File: src/hw/rtl/rsl_pkg.sv
package rsl_pkg;

	localparam int LED_COUNT  = 4;
	localparam int FIFO_DEPTH = 2;

	localparam int TIME_W   = 32;
	localparam int COLOR_W  = 24;
	localparam int PERIOD_W = 24;
	localparam int DUTY_W   = 5;
	localparam int COEFF_W  = 16;
	localparam int TICK_W   = 8;
	localparam int LEVEL_W  = 16;

	localparam int CFG_INDEX_W = 3;
	localparam int CFG_DATA_W  = 24;

	// configuration register indexes
	localparam logic [CFG_INDEX_W-1:0] REG_FILTER_ENABLE    = 3'd0;
	localparam logic [CFG_INDEX_W-1:0] REG_FILTER_COEFF     = 3'd1;
	localparam logic [CFG_INDEX_W-1:0] REG_FLASH_PERIOD     = 3'd2;
	localparam logic [CFG_INDEX_W-1:0] REG_FLASH_DUTY       = 3'd3;
	localparam logic [CFG_INDEX_W-1:0] REG_DOWNSAMPLE_TICKS = 3'd4;
	localparam logic [CFG_INDEX_W-1:0] REG_ON_COLOR         = 3'd5;
	localparam logic [CFG_INDEX_W-1:0] REG_BIND_COLOR       = 3'd6;

	localparam logic                RST_FILTER_ENABLE    = 1'b1;
	localparam logic [COEFF_W-1:0]  RST_FILTER_COEFF     = 16'd49680;
	localparam logic [PERIOD_W-1:0] RST_FLASH_PERIOD     = 24'd500000;
	localparam logic [DUTY_W-1:0]   RST_FLASH_DUTY       = 5'd8;
	localparam logic [TICK_W-1:0]   RST_DOWNSAMPLE_TICKS = 8'd16;
	localparam logic [COLOR_W-1:0]  RST_ON_COLOR         = 24'hFFFFFF;
	localparam logic [COLOR_W-1:0]  RST_BIND_COLOR       = 24'h800080;

	// packed GRB
	localparam logic [COLOR_W-1:0] COL_RED    = 24'h00FF00;
	localparam logic [COLOR_W-1:0] COL_ORANGE = 24'h20FF00;
	localparam logic [COLOR_W-1:0] COL_GREEN  = 24'h800000;
	localparam logic [COLOR_W-1:0] COL_BLUE   = 24'h000080;
	localparam logic [COLOR_W-1:0] COL_BLACK  = 24'h000000;

	// status class decided at the front
	localparam int CLS_W = 3;
	localparam logic [CLS_W-1:0] CLS_LOWBAT   = 3'd0;
	localparam logic [CLS_W-1:0] CLS_BIND     = 3'd1;
	localparam logic [CLS_W-1:0] CLS_FAILSAFE = 3'd2;
	localparam logic [CLS_W-1:0] CLS_ON       = 3'd3;
	localparam logic [CLS_W-1:0] CLS_BLACK    = 3'd4;

	// divider retires this many quotient bits per cycle
	localparam int DIV_RADIX_BITS = 2;
	localparam int DIV_STEPS      = TIME_W / DIV_RADIX_BITS;
	localparam int DIV_CW         = $clog2(DIV_STEPS);

	typedef struct packed {
		logic [CLS_W-1:0]  cls;
		logic [TIME_W-1:0] time_us;
	} item_t;

	typedef struct packed {
		logic                filter_enable;
		logic [COEFF_W-1:0]  filter_coeff;
		logic [PERIOD_W-1:0] flash_period;
		logic [DUTY_W-1:0]   flash_duty;
		logic [TICK_W-1:0]   downsample_ticks;
		logic [COLOR_W-1:0]  on_color;
		logic [COLOR_W-1:0]  bind_color;
	} cfg_t;

endpackage

File: src/hw/rtl/rgb_status_led_fader_unit.sv
// Status colour selector and fader for a chain of RGB LEDs.
// Input queue port: one loop tick per transaction (push while full is low),
// carrying the status flags and time_us. A tick counter thins the ticks out;
// only every (downsample_ticks+1)-th tick makes an update.
// Result queue port: an update gives LED_COUNT transactions of the same
// packed GRB colour, the final one with last_led set. The head result sits
// on led_color/last_led while empty is low and is taken with pop.
// Configuration: cfg_valid/cfg_ready/cfg_index/cfg_data, always ready;
// write only while the unit is idle.
// Flow: ticks that make no update are taken one per cycle while the
// FIFO_DEPTH-entry queue between front and back has room. An update runs
// in the back end through fetch, the 2-bit-per-cycle remainder divider
// (flash colours with a non-zero period only), select, the shared filter
// multiplier over three channels in turn and pack (filter on only), then
// LED_COUNT result transactions; the next fetch waits for the last pop.
// Reset clears the tick counter, the filter levels and the queue, and loads
// the register defaults. While pop stays low the back end holds its result;
// the front keeps accepting ticks until the queue fills, then raises full.
module rgb_status_led_fader_unit #(
	parameter int LED_COUNT  = rsl_pkg::LED_COUNT,
	parameter int FIFO_DEPTH = rsl_pkg::FIFO_DEPTH
) (
	input  logic                            clk,
	input  logic                            arst_n,
	input  logic                            push,
	output logic                            full,
	input  logic                            low_battery,
	input  logic                            bind_mode,
	input  logic                            failsafe_active,
	input  logic                            led_switch,
	input  logic [rsl_pkg::TIME_W-1:0]      time_us,
	output logic                            empty,
	input  logic                            pop,
	output logic [rsl_pkg::COLOR_W-1:0]     led_color,
	output logic                            last_led,
	input  logic                            cfg_valid,
	output logic                            cfg_ready,
	input  logic [rsl_pkg::CFG_INDEX_W-1:0] cfg_index,
	input  logic [rsl_pkg::CFG_DATA_W-1:0]  cfg_data
);

	rsl_pkg::cfg_t  cfg_q;
	rsl_pkg::item_t front_item;
	rsl_pkg::item_t back_item;
	logic           front_push;
	logic           q_full;
	logic           q_empty;
	logic           back_pop;

	assign cfg_ready = 1'b1;

	always_ff @(posedge clk or negedge arst_n) begin
		if (!arst_n) begin
			cfg_q.filter_enable    <= rsl_pkg::RST_FILTER_ENABLE;
			cfg_q.filter_coeff     <= rsl_pkg::RST_FILTER_COEFF;
			cfg_q.flash_period     <= rsl_pkg::RST_FLASH_PERIOD;
			cfg_q.flash_duty       <= rsl_pkg::RST_FLASH_DUTY;
			cfg_q.downsample_ticks <= rsl_pkg::RST_DOWNSAMPLE_TICKS;
			cfg_q.on_color         <= rsl_pkg::RST_ON_COLOR;
			cfg_q.bind_color       <= rsl_pkg::RST_BIND_COLOR;
		end else if (cfg_valid && cfg_ready) begin
			case (cfg_index)
				rsl_pkg::REG_FILTER_ENABLE:    cfg_q.filter_enable    <= cfg_data[0];
				rsl_pkg::REG_FILTER_COEFF:     cfg_q.filter_coeff     <= cfg_data[15:0];
				rsl_pkg::REG_FLASH_PERIOD:     cfg_q.flash_period     <= cfg_data[23:0];
				rsl_pkg::REG_FLASH_DUTY:       cfg_q.flash_duty       <= cfg_data[4:0];
				rsl_pkg::REG_DOWNSAMPLE_TICKS: cfg_q.downsample_ticks <= cfg_data[7:0];
				rsl_pkg::REG_ON_COLOR:         cfg_q.on_color         <= cfg_data[23:0];
				rsl_pkg::REG_BIND_COLOR:       cfg_q.bind_color       <= cfg_data[23:0];
				default: begin
				end
			endcase
		end
	end

	rsl_front u_front (
		.clk              (clk),
		.arst_n           (arst_n),
		.push             (push),
		.full             (full),
		.low_battery      (low_battery),
		.bind_mode        (bind_mode),
		.failsafe_active  (failsafe_active),
		.led_switch       (led_switch),
		.time_us          (time_us),
		.downsample_ticks (cfg_q.downsample_ticks),
		.q_full           (q_full),
		.q_push           (front_push),
		.q_item           (front_item)
	);

	rsl_fifo #(
		.WIDTH ($bits(rsl_pkg::item_t)),
		.DEPTH (FIFO_DEPTH)
	) u_fifo (
		.clk     (clk),
		.arst_n  (arst_n),
		.wr_en   (front_push),
		.wr_data (front_item),
		.full    (q_full),
		.rd_en   (back_pop),
		.rd_data (back_item),
		.empty   (q_empty)
	);

	rsl_back #(
		.LED_COUNT (LED_COUNT)
	) u_back (
		.clk       (clk),
		.arst_n    (arst_n),
		.cfg       (cfg_q),
		.q_empty   (q_empty),
		.q_item    (back_item),
		.q_pop     (back_pop),
		.led_color (led_color),
		.last_led  (last_led),
		.empty     (empty),
		.pop       (pop)
	);

	// front never writes into a full queue
	a_no_overflow: assert property (@(posedge clk) disable iff (!arst_n)
		front_push |-> !q_full)
		else $error("queue written while full");

	// after the final LED's transaction the back end goes back to fetch
	a_last_ends_burst: assert property (@(posedge clk) disable iff (!arst_n)
		(pop && !empty && last_led) |=> empty)
		else $error("result still shown after last LED");

	// back end fetches only while no result is pending
	a_fetch_when_idle: assert property (@(posedge clk) disable iff (!arst_n)
		back_pop |-> empty)
		else $error("queue read while results pending");

endmodule

File: src/hw/rtl/rsl_front.sv
module rsl_front (
	input  logic                        clk,
	input  logic                        arst_n,
	input  logic                        push,
	output logic                        full,
	input  logic                        low_battery,
	input  logic                        bind_mode,
	input  logic                        failsafe_active,
	input  logic                        led_switch,
	input  logic [rsl_pkg::TIME_W-1:0]  time_us,
	input  logic [rsl_pkg::TICK_W-1:0]  downsample_ticks,
	input  logic                        q_full,
	output logic                        q_push,
	output rsl_pkg::item_t              q_item
);

	logic [rsl_pkg::TICK_W-1:0] tick_count_q;
	logic [rsl_pkg::TICK_W:0]   tick_next;
	logic                       accept;
	logic                       update;

	assign full      = q_full;
	assign accept    = push && !q_full;
	assign tick_next = {1'b0, tick_count_q} + {{rsl_pkg::TICK_W{1'b0}}, 1'b1};
	assign update    = tick_next > {1'b0, downsample_ticks};
	assign q_push    = accept && update;

	always_ff @(posedge clk or negedge arst_n) begin
		if (!arst_n) begin
			tick_count_q <= '0;
		end else if (accept) begin
			if (update) begin
				tick_count_q <= '0;
			end else begin
				tick_count_q <= tick_next[rsl_pkg::TICK_W-1:0];
			end
		end
	end

	always_comb begin
		q_item.time_us = time_us;
		if (low_battery) begin
			q_item.cls = rsl_pkg::CLS_LOWBAT;
		end else if (bind_mode) begin
			q_item.cls = rsl_pkg::CLS_BIND;
		end else if (failsafe_active) begin
			q_item.cls = rsl_pkg::CLS_FAILSAFE;
		end else if (led_switch) begin
			q_item.cls = rsl_pkg::CLS_ON;
		end else begin
			q_item.cls = rsl_pkg::CLS_BLACK;
		end
	end

endmodule

File: src/hw/rtl/rsl_fifo.sv
module rsl_fifo #(
	parameter int WIDTH = 35,
	parameter int DEPTH = 2
) (
	input  logic             clk,
	input  logic             arst_n,
	input  logic             wr_en,
	input  logic [WIDTH-1:0] wr_data,
	output logic             full,
	input  logic             rd_en,
	output logic [WIDTH-1:0] rd_data,
	output logic             empty
);

	localparam int AW = (DEPTH > 1) ? $clog2(DEPTH) : 1;

	logic [WIDTH-1:0] mem_q [DEPTH];
	logic [AW-1:0]    wr_ptr_q;
	logic [AW-1:0]    rd_ptr_q;
	logic [AW:0]      count_q;
	logic             do_wr;
	logic             do_rd;

	assign full    = count_q == (AW+1)'(DEPTH);
	assign empty   = count_q == '0;
	assign do_wr   = wr_en && !full;
	assign do_rd   = rd_en && !empty;
	assign rd_data = mem_q[rd_ptr_q];

	always_ff @(posedge clk) begin
		if (do_wr) begin
			mem_q[wr_ptr_q] <= wr_data;
		end
	end

	always_ff @(posedge clk or negedge arst_n) begin
		if (!arst_n) begin
			wr_ptr_q <= '0;
			rd_ptr_q <= '0;
			count_q  <= '0;
		end else begin
			if (do_wr) begin
				wr_ptr_q <= (wr_ptr_q == AW'(DEPTH - 1)) ? '0 : wr_ptr_q + AW'(1);
			end
			if (do_rd) begin
				rd_ptr_q <= (rd_ptr_q == AW'(DEPTH - 1)) ? '0 : rd_ptr_q + AW'(1);
			end
			if (do_wr && !do_rd) begin
				count_q <= count_q + (AW+1)'(1);
			end else if (do_rd && !do_wr) begin
				count_q <= count_q - (AW+1)'(1);
			end
		end
	end

endmodule

File: src/hw/rtl/rsl_back.sv
module rsl_back #(
	parameter int LED_COUNT = rsl_pkg::LED_COUNT
) (
	input  logic                        clk,
	input  logic                        arst_n,
	input  rsl_pkg::cfg_t               cfg,
	input  logic                        q_empty,
	input  rsl_pkg::item_t              q_item,
	output logic                        q_pop,
	output logic [rsl_pkg::COLOR_W-1:0] led_color,
	output logic                        last_led,
	output logic                        empty,
	input  logic                        pop
);

	localparam int LED_CW = (LED_COUNT > 1) ? $clog2(LED_COUNT) : 1;
	localparam int LW     = rsl_pkg::LEVEL_W;
	localparam int PW     = rsl_pkg::PERIOD_W;
	localparam int TW     = rsl_pkg::TIME_W;

	localparam logic [2:0] ST_IDLE = 3'd0;
	localparam logic [2:0] ST_DIV  = 3'd1;
	localparam logic [2:0] ST_SEL  = 3'd2;
	localparam logic [2:0] ST_MUL  = 3'd3;
	localparam logic [2:0] ST_UPD  = 3'd4;
	localparam logic [2:0] ST_PACK = 3'd5;
	localparam logic [2:0] ST_OUT  = 3'd6;

	localparam logic [1:0] CH_G = 2'd0;
	localparam logic [1:0] CH_R = 2'd1;
	localparam logic [1:0] CH_B = 2'd2;

	logic [2:0]                        state_q;
	logic [rsl_pkg::CLS_W-1:0]         cls_q;
	logic [TW-1:0]                     dvd_q;
	logic [PW:0]                       rem_q;
	logic [PW:0]                       thr_q;
	logic                              zero_per_q;
	logic                              time_nz_q;
	logic [rsl_pkg::DIV_CW-1:0]        div_cnt_q;
	logic [rsl_pkg::COLOR_W-1:0]       target_q;
	logic [1:0]                        ch_q;
	logic [LW-1:0]                     mag_q;
	logic                              up_q;
	logic [2*LW:0]                     prod_q;
	logic [LW-1:0]                     green_level_q;
	logic [LW-1:0]                     red_level_q;
	logic [LW-1:0]                     blue_level_q;
	logic [rsl_pkg::COLOR_W-1:0]       color_q;
	logic [LED_CW-1:0]                 led_cnt_q;

	logic [PW:0]                       div_r;
	logic [TW-1:0]                     div_n;
	logic [PW+rsl_pkg::DUTY_W-1:0]     thr_full;
	logic                              flash_hi;
	logic [rsl_pkg::COLOR_W-1:0]       target;
	logic [7:0]                        goal_byte;
	logic [LW-1:0]                     goal;
	logic [LW-1:0]                     cur;
	logic                              up;
	logic [LW-1:0]                     mag;
	logic [LW:0]                       weight;
	logic [2*LW+1:0]                   step_sum;
	logic [LW+1:0]                     step_raw;
	logic [LW-1:0]                     step;
	logic [LW-1:0]                     level_new;

	assign q_pop     = (state_q == ST_IDLE) && !q_empty;
	assign empty     = state_q != ST_OUT;
	assign led_color = color_q;
	assign last_led  = led_cnt_q == LED_CW'(LED_COUNT - 1);

	// restoring divider, remainder only
	always_comb begin
		div_r = rem_q;
		div_n = dvd_q;
		for (int i = 0; i < rsl_pkg::DIV_RADIX_BITS; i++) begin
			div_r = {div_r[PW-1:0], div_n[TW-1]};
			div_n = {div_n[TW-2:0], 1'b0};
			if (div_r >= {1'b0, cfg.flash_period}) begin
				div_r = div_r - {1'b0, cfg.flash_period};
			end
		end
	end

	assign thr_full = cfg.flash_period * cfg.flash_duty;
	assign flash_hi = zero_per_q ? time_nz_q : (rem_q > thr_q);

	always_comb begin
		case (cls_q)
			rsl_pkg::CLS_LOWBAT:   target = flash_hi ? rsl_pkg::COL_RED : rsl_pkg::COL_ORANGE;
			rsl_pkg::CLS_BIND:     target = cfg.bind_color;
			rsl_pkg::CLS_FAILSAFE: target = flash_hi ? rsl_pkg::COL_GREEN : rsl_pkg::COL_BLUE;
			rsl_pkg::CLS_ON:       target = cfg.on_color;
			default:               target = rsl_pkg::COL_BLACK;
		endcase
	end

	always_comb begin
		case (ch_q)
			CH_G: begin
				goal_byte = target_q[23:16];
				cur       = green_level_q;
			end
			CH_R: begin
				goal_byte = target_q[15:8];
				cur       = red_level_q;
			end
			default: begin
				goal_byte = target_q[7:0];
				cur       = blue_level_q;
			end
		endcase
	end

	assign goal     = {goal_byte, 8'h00};
	assign up       = goal >= cur;
	assign mag      = up ? (goal - cur) : (cur - goal);
	assign weight   = 17'h10000 - {1'b0, cfg.filter_coeff};
	// round the step away from zero so the level lands on the target
	assign step_sum = {1'b0, prod_q} + (2*LW+2)'(16'hFFFF);
	assign step_raw = step_sum[2*LW+1:LW];
	assign step     = (step_raw > {2'b00, mag_q}) ? mag_q : step_raw[LW-1:0];
	assign level_new = up_q ? (cur + step) : (cur - step);

	always_ff @(posedge clk) begin
		case (state_q)
			ST_IDLE: begin
				cls_q      <= q_item.cls;
				dvd_q      <= q_item.time_us;
				rem_q      <= '0;
				thr_q      <= thr_full[PW+rsl_pkg::DUTY_W-1:4];
				zero_per_q <= cfg.flash_period == '0;
				time_nz_q  <= q_item.time_us != '0;
			end
			ST_DIV: begin
				rem_q <= div_r;
				dvd_q <= div_n;
			end
			ST_SEL: begin
				target_q <= target;
				color_q  <= target;
			end
			ST_MUL: begin
				mag_q  <= mag;
				up_q   <= up;
				prod_q <= mag * weight;
			end
			ST_PACK: begin
				color_q <= {green_level_q[LW-1:8], red_level_q[LW-1:8], blue_level_q[LW-1:8]};
			end
			default: begin
			end
		endcase
	end

	always_ff @(posedge clk or negedge arst_n) begin
		if (!arst_n) begin
			state_q       <= ST_IDLE;
			div_cnt_q     <= '0;
			ch_q          <= CH_G;
			led_cnt_q     <= '0;
			green_level_q <= '0;
			red_level_q   <= '0;
			blue_level_q  <= '0;
		end else begin
			case (state_q)
				ST_IDLE: begin
					div_cnt_q <= '0;
					if (!q_empty) begin
						if ((q_item.cls == rsl_pkg::CLS_LOWBAT ||
						     q_item.cls == rsl_pkg::CLS_FAILSAFE) &&
						    cfg.flash_period != '0) begin
							state_q <= ST_DIV;
						end else begin
							state_q <= ST_SEL;
						end
					end
				end
				ST_DIV: begin
					div_cnt_q <= div_cnt_q + rsl_pkg::DIV_CW'(1);
					if (div_cnt_q == rsl_pkg::DIV_CW'(rsl_pkg::DIV_STEPS - 1)) begin
						state_q <= ST_SEL;
					end
				end
				ST_SEL: begin
					ch_q      <= CH_G;
					led_cnt_q <= '0;
					state_q   <= cfg.filter_enable ? ST_MUL : ST_OUT;
				end
				ST_MUL: begin
					state_q <= ST_UPD;
				end
				ST_UPD: begin
					case (ch_q)
						CH_G:    green_level_q <= level_new;
						CH_R:    red_level_q   <= level_new;
						default: blue_level_q  <= level_new;
					endcase
					if (ch_q == CH_B) begin
						state_q <= ST_PACK;
					end else begin
						ch_q    <= ch_q + 2'd1;
						state_q <= ST_MUL;
					end
				end
				ST_PACK: begin
					led_cnt_q <= '0;
					state_q   <= ST_OUT;
				end
				ST_OUT: begin
					if (pop) begin
						if (last_led) begin
							state_q <= ST_IDLE;
						end else begin
							led_cnt_q <= led_cnt_q + LED_CW'(1);
						end
					end
				end
				default: begin
					state_q <= ST_IDLE;
				end
			endcase
		end
	end

endmodule
File: config.mk
export PLATFORM = sky130hd
export DESIGN_NAME = rgb_status_led_fader_unit
export DESIGN_NICKNAME = d
export VERILOG_FILES = /design/src/hw/rtl/rsl_pkg.sv /design/src/hw/rtl/rgb_status_led_fader_unit.sv /design/src/hw/rtl/rsl_front.sv /design/src/hw/rtl/rsl_fifo.sv /design/src/hw/rtl/rsl_back.sv
export SDC_FILE = /design/constraint.sdc
export NUM_CORES = 2
export LEC_CHECK = 0
export ABC_CLOCK_PERIOD_IN_PS = 28200
export BUFFER_PORTS_ARGS = -buffer_cell sky130_fd_sc_hd__buf_2
export CAP_MARGIN = 20
export CORE_UTILIZATION = 30
export CTS_BUF_LIST = sky130_fd_sc_hd__clkbuf_4 sky130_fd_sc_hd__clkbuf_8
export DETAILED_ROUTE_END_ITERATION = 6
export MAX_ROUTING_LAYER = met4
export PLACE_DENSITY_LB_ADDON = 0.05
export SETUP_SLACK_MARGIN = 0.5
export SLEW_MARGIN = 20
export SYNTH_ARGS = -nofsm -noshare
export SYNTH_HDL_FRONTEND = slang
export SYNTH_SLANG_ARGS = --single-unit
File: constraint.sdc
create_clock -name clk -period 28.2 [get_ports clk]
set_input_delay 5.64 -clock clk [delete_from_list [all_inputs] [get_ports clk]]
set_output_delay 5.64 -clock clk [all_outputs]
set_load 0.02 [all_outputs]
==> metrics.txt <==
syn avg cell area 9.91 µm²; initial core utilization 30.4%; multi-input combinational cell area 0.0213 mm²; setup_tns 0 ns; PostCTS Resize Cnt 0; Final period util 38.9%; flip-flop and latch area 0.0120 mm²; CP bufs+invs 8; area of the core 0.117 mm²; synthesis warning total 0; Critical Path Start u_back.ch_q[0]$_DFFE_PN0P_; Worst-Skew Late Latency 0.74 ns; Synth Instances 3573; critical path required time 28.69 ns; Layout Nets 4324; vias in the first global route 26900; crit-path leading delay family compound AO/OA/AOI/OAI gates; IO Port Bufs 94; post-DR vias/cell 4.82; RD Place Congestion 0.828; top cells by count, synth nand2_1, inv_1, fa_1, ha_1, nor2_1; ys flop type edfxtp_1; CTS tree built; CP peak stage delay 0.72 ns; Hold-fix buffers, CTS 0; postcts setup bufs 0; r2r startpoint u_back.ch_q[0]$_DFFE_PN0P_; CTS Buf Count 87; RR Endpoint u_back.prod_q[32]$_DFFE_PP_; die area 0.119 mm²; initial antenna violation count 10; total track usage 19.4%; Worst Tran Pin Value 1.04 ns; Synth top area share 21.6%; Synth Register Bits 428; Antenna Violating Nets Remaining 0; via count 25600; crit-path most repeated cell fa_1; crit path kind register to register; top-count cell post-synth nand2_1; clock skew 0.0655 ns; WL final 112000 µm; crit start category register; slowest stage cell, crit path a21boi_1; HPWL Detailed 86800 µm; Setup crit end kind register; Reg2Reg Setup Slack 17.22 ns; Arr. time, crit path 11.47 ns; register area share after synthesis 34.0%; Area Growth Syn to Fin 12.4%; layout cells sized above 1 13.8%; Worst setup endpoint u_back.prod_q[32]$_DFFE_PP_; asr flop ratio synth 40.4%; Synth cell types 85; Cell Area, Synth 0.0354 mm²; first-pass GRT wire length 171000 µm; Peak Freq 91.1 MHz; Clk pin slew, worst setup/hold paths 0.06 ns; fillers 12000; max-cap violation count 0; Area contributors post-synth edfxtp_1, fa_1, ha_1; slew margin rel. 30.5%; clk sinks 428; Tmin final 10.98 ns; syn_nets 4191; Hold Violations, Final 0; routed length per instance 21.0 µm; CTS root buf clkbuf_8; 1st-pass router iterations 5; Min-Delay Path Class register to register; depth of the most critical reg-to-reg path 37; DR DRC count 0; total gr overflow 0; Worst path depth 37; maximum fanout along the worst path 26; largest buffer count on any clock path 3; width of the die 346 µm; Synth area leader edfxtp_1; Ports 96; status complete, no violations; fin. max-slew vios 0; pin count of the biggest net entering global routing 70; number of synthesized flops with an enable pin 255; row count 125; RSZ-0062 raised after global routing false; final number of setup-violating endpoints 0; H-Tree Depth 3; Die Span Y 346 µm; Initial DRC Count 1214
[cells by family (layout without fill, tap and decap cells)]
group                    Yosys count  count (layout)  synth area share, %
buffers and inverters            565             771                 6.06
multiplexers                     171             171                 5.25
XOR/XNOR                         190             190                 4.70
other                              1               5               0.0106
adder cells (fa/ha/maj)          553             553                 25.4
AO/OA/AOI/OAI                    588             588                 10.6
AND/OR/NAND/NOR                 1077            1077                 14.0
flip-flops                       428             428                 34.0
[through the flow]
step           util (%)  hold WS (ns)  std cells  setup WS (ns)  instance area [µm²]
2_1_floorplan         -         0.450       3573          18.37                35400
4_1_cts            34.1         0.493       5303          16.88                39800
5_1_grt            34.1         0.521       5305          16.37                39800
3_5_place_dp       32.5         0.480       5141          16.90                37900
3_3_place_gp       32.5         0.480       5141          17.11                37900
6_report           34.1         0.487       5307          17.22                39800
[flip-flops by register name, indices dropped and copies added, names as in the netlist, 3 cells and up]
register and count:
u_back.mag_q 16, u_back.cls_q 3, u_fifo.mem_q 70, u_back.target_q 24
u_back.thr_q 25, u_back.prod_q 33, u_back.div_cnt_q 4, u_back.led_color 24
u_back.rem_q 25, u_front.tick_count_q 8, u_back.green_level_q 16, u_back.dvd_q 32
u_back.blue_level_q 16, cfg_q 102, u_back.state_q 3, u_back.red_level_q 16
[cell usage in the layout, fill, tap and decap left out, types with 53 or more instances in the layout]
cell        n
inv_1     444
xor2_1     54
mux2_2    118
dfrtp_1   132
buf_2      93
edfxtp_1  255
nand2_1   461
clkbuf_8  101
a21oi_1   140
xnor2_1   131
o21ai_0   175
nor2_1    258
mux2i_1    53
nand3_1    54
ha_1      273
buf_4      61
and2_1     66
a21o_1     53
fa_1      277
[worst register-to-register path, delay by kind of cell, from the launching register on]
family | cells | cell delay [ns]
compound gates | 16 | 4.47
fa+ha+maj | 9 | 3.77
buf+inv | 8 | 1.47
simple gates | 3 | 0.48
flops | 1 | 0.39
xor+xnor | 1 | 0.14
[layer usage]
layer	track usage, %	part of all wire (%)	up-vias
li1	-	-	12400
met1	25.6	47	12700
met2	31.5	47	343
met3	2.29	3.0	143
met4	5.42	2.6	0
met5	-	0	-
[how the worst min path moves through the flow]
stage	start	to	cells past startpoint
final	u_back.red_level_q[7]$_DFFE_PN0P_	u_back.red_level_q[7]$_DFFE_PN0P_	2
after CTS	u_back.red_level_q[7]$_DFFE_PN0P_	u_back.red_level_q[7]$_DFFE_PN0P_	2
after detailed placement	u_back.red_level_q[7]$_DFFE_PN0P_	u_back.red_level_q[7]$_DFFE_PN0P_	2
after global placement	u_back.red_level_q[7]$_DFFE_PN0P_	u_back.red_level_q[7]$_DFFE_PN0P_	2
after global routing	u_back.green_level_q[3]$_DFFE_PN0P_	u_back.green_level_q[3]$_DFFE_PN0P_	2
after floorplan	u_back.blue_level_q[2]$_DFFE_PN0P_	u_back.blue_level_q[2]$_DFFE_PN0P_	2
[final cells by class]
class | instances | share of cell area [%]
timing repair buffer | 155 | 2.36
clock inverter | 27 | 0.632
tap | 1524 | 4.79
inverter | 454 | 4.28
antenna | 4 | 0.0252
clock buffer | 135 | 4.12
sequential | 428 | 30.3
multi-input combinational | 2580 | 53.5
Power is left out: the tool's default activity adds up to more than one toggle a clock period on the data nets, which glitch-free logic cannot reach.
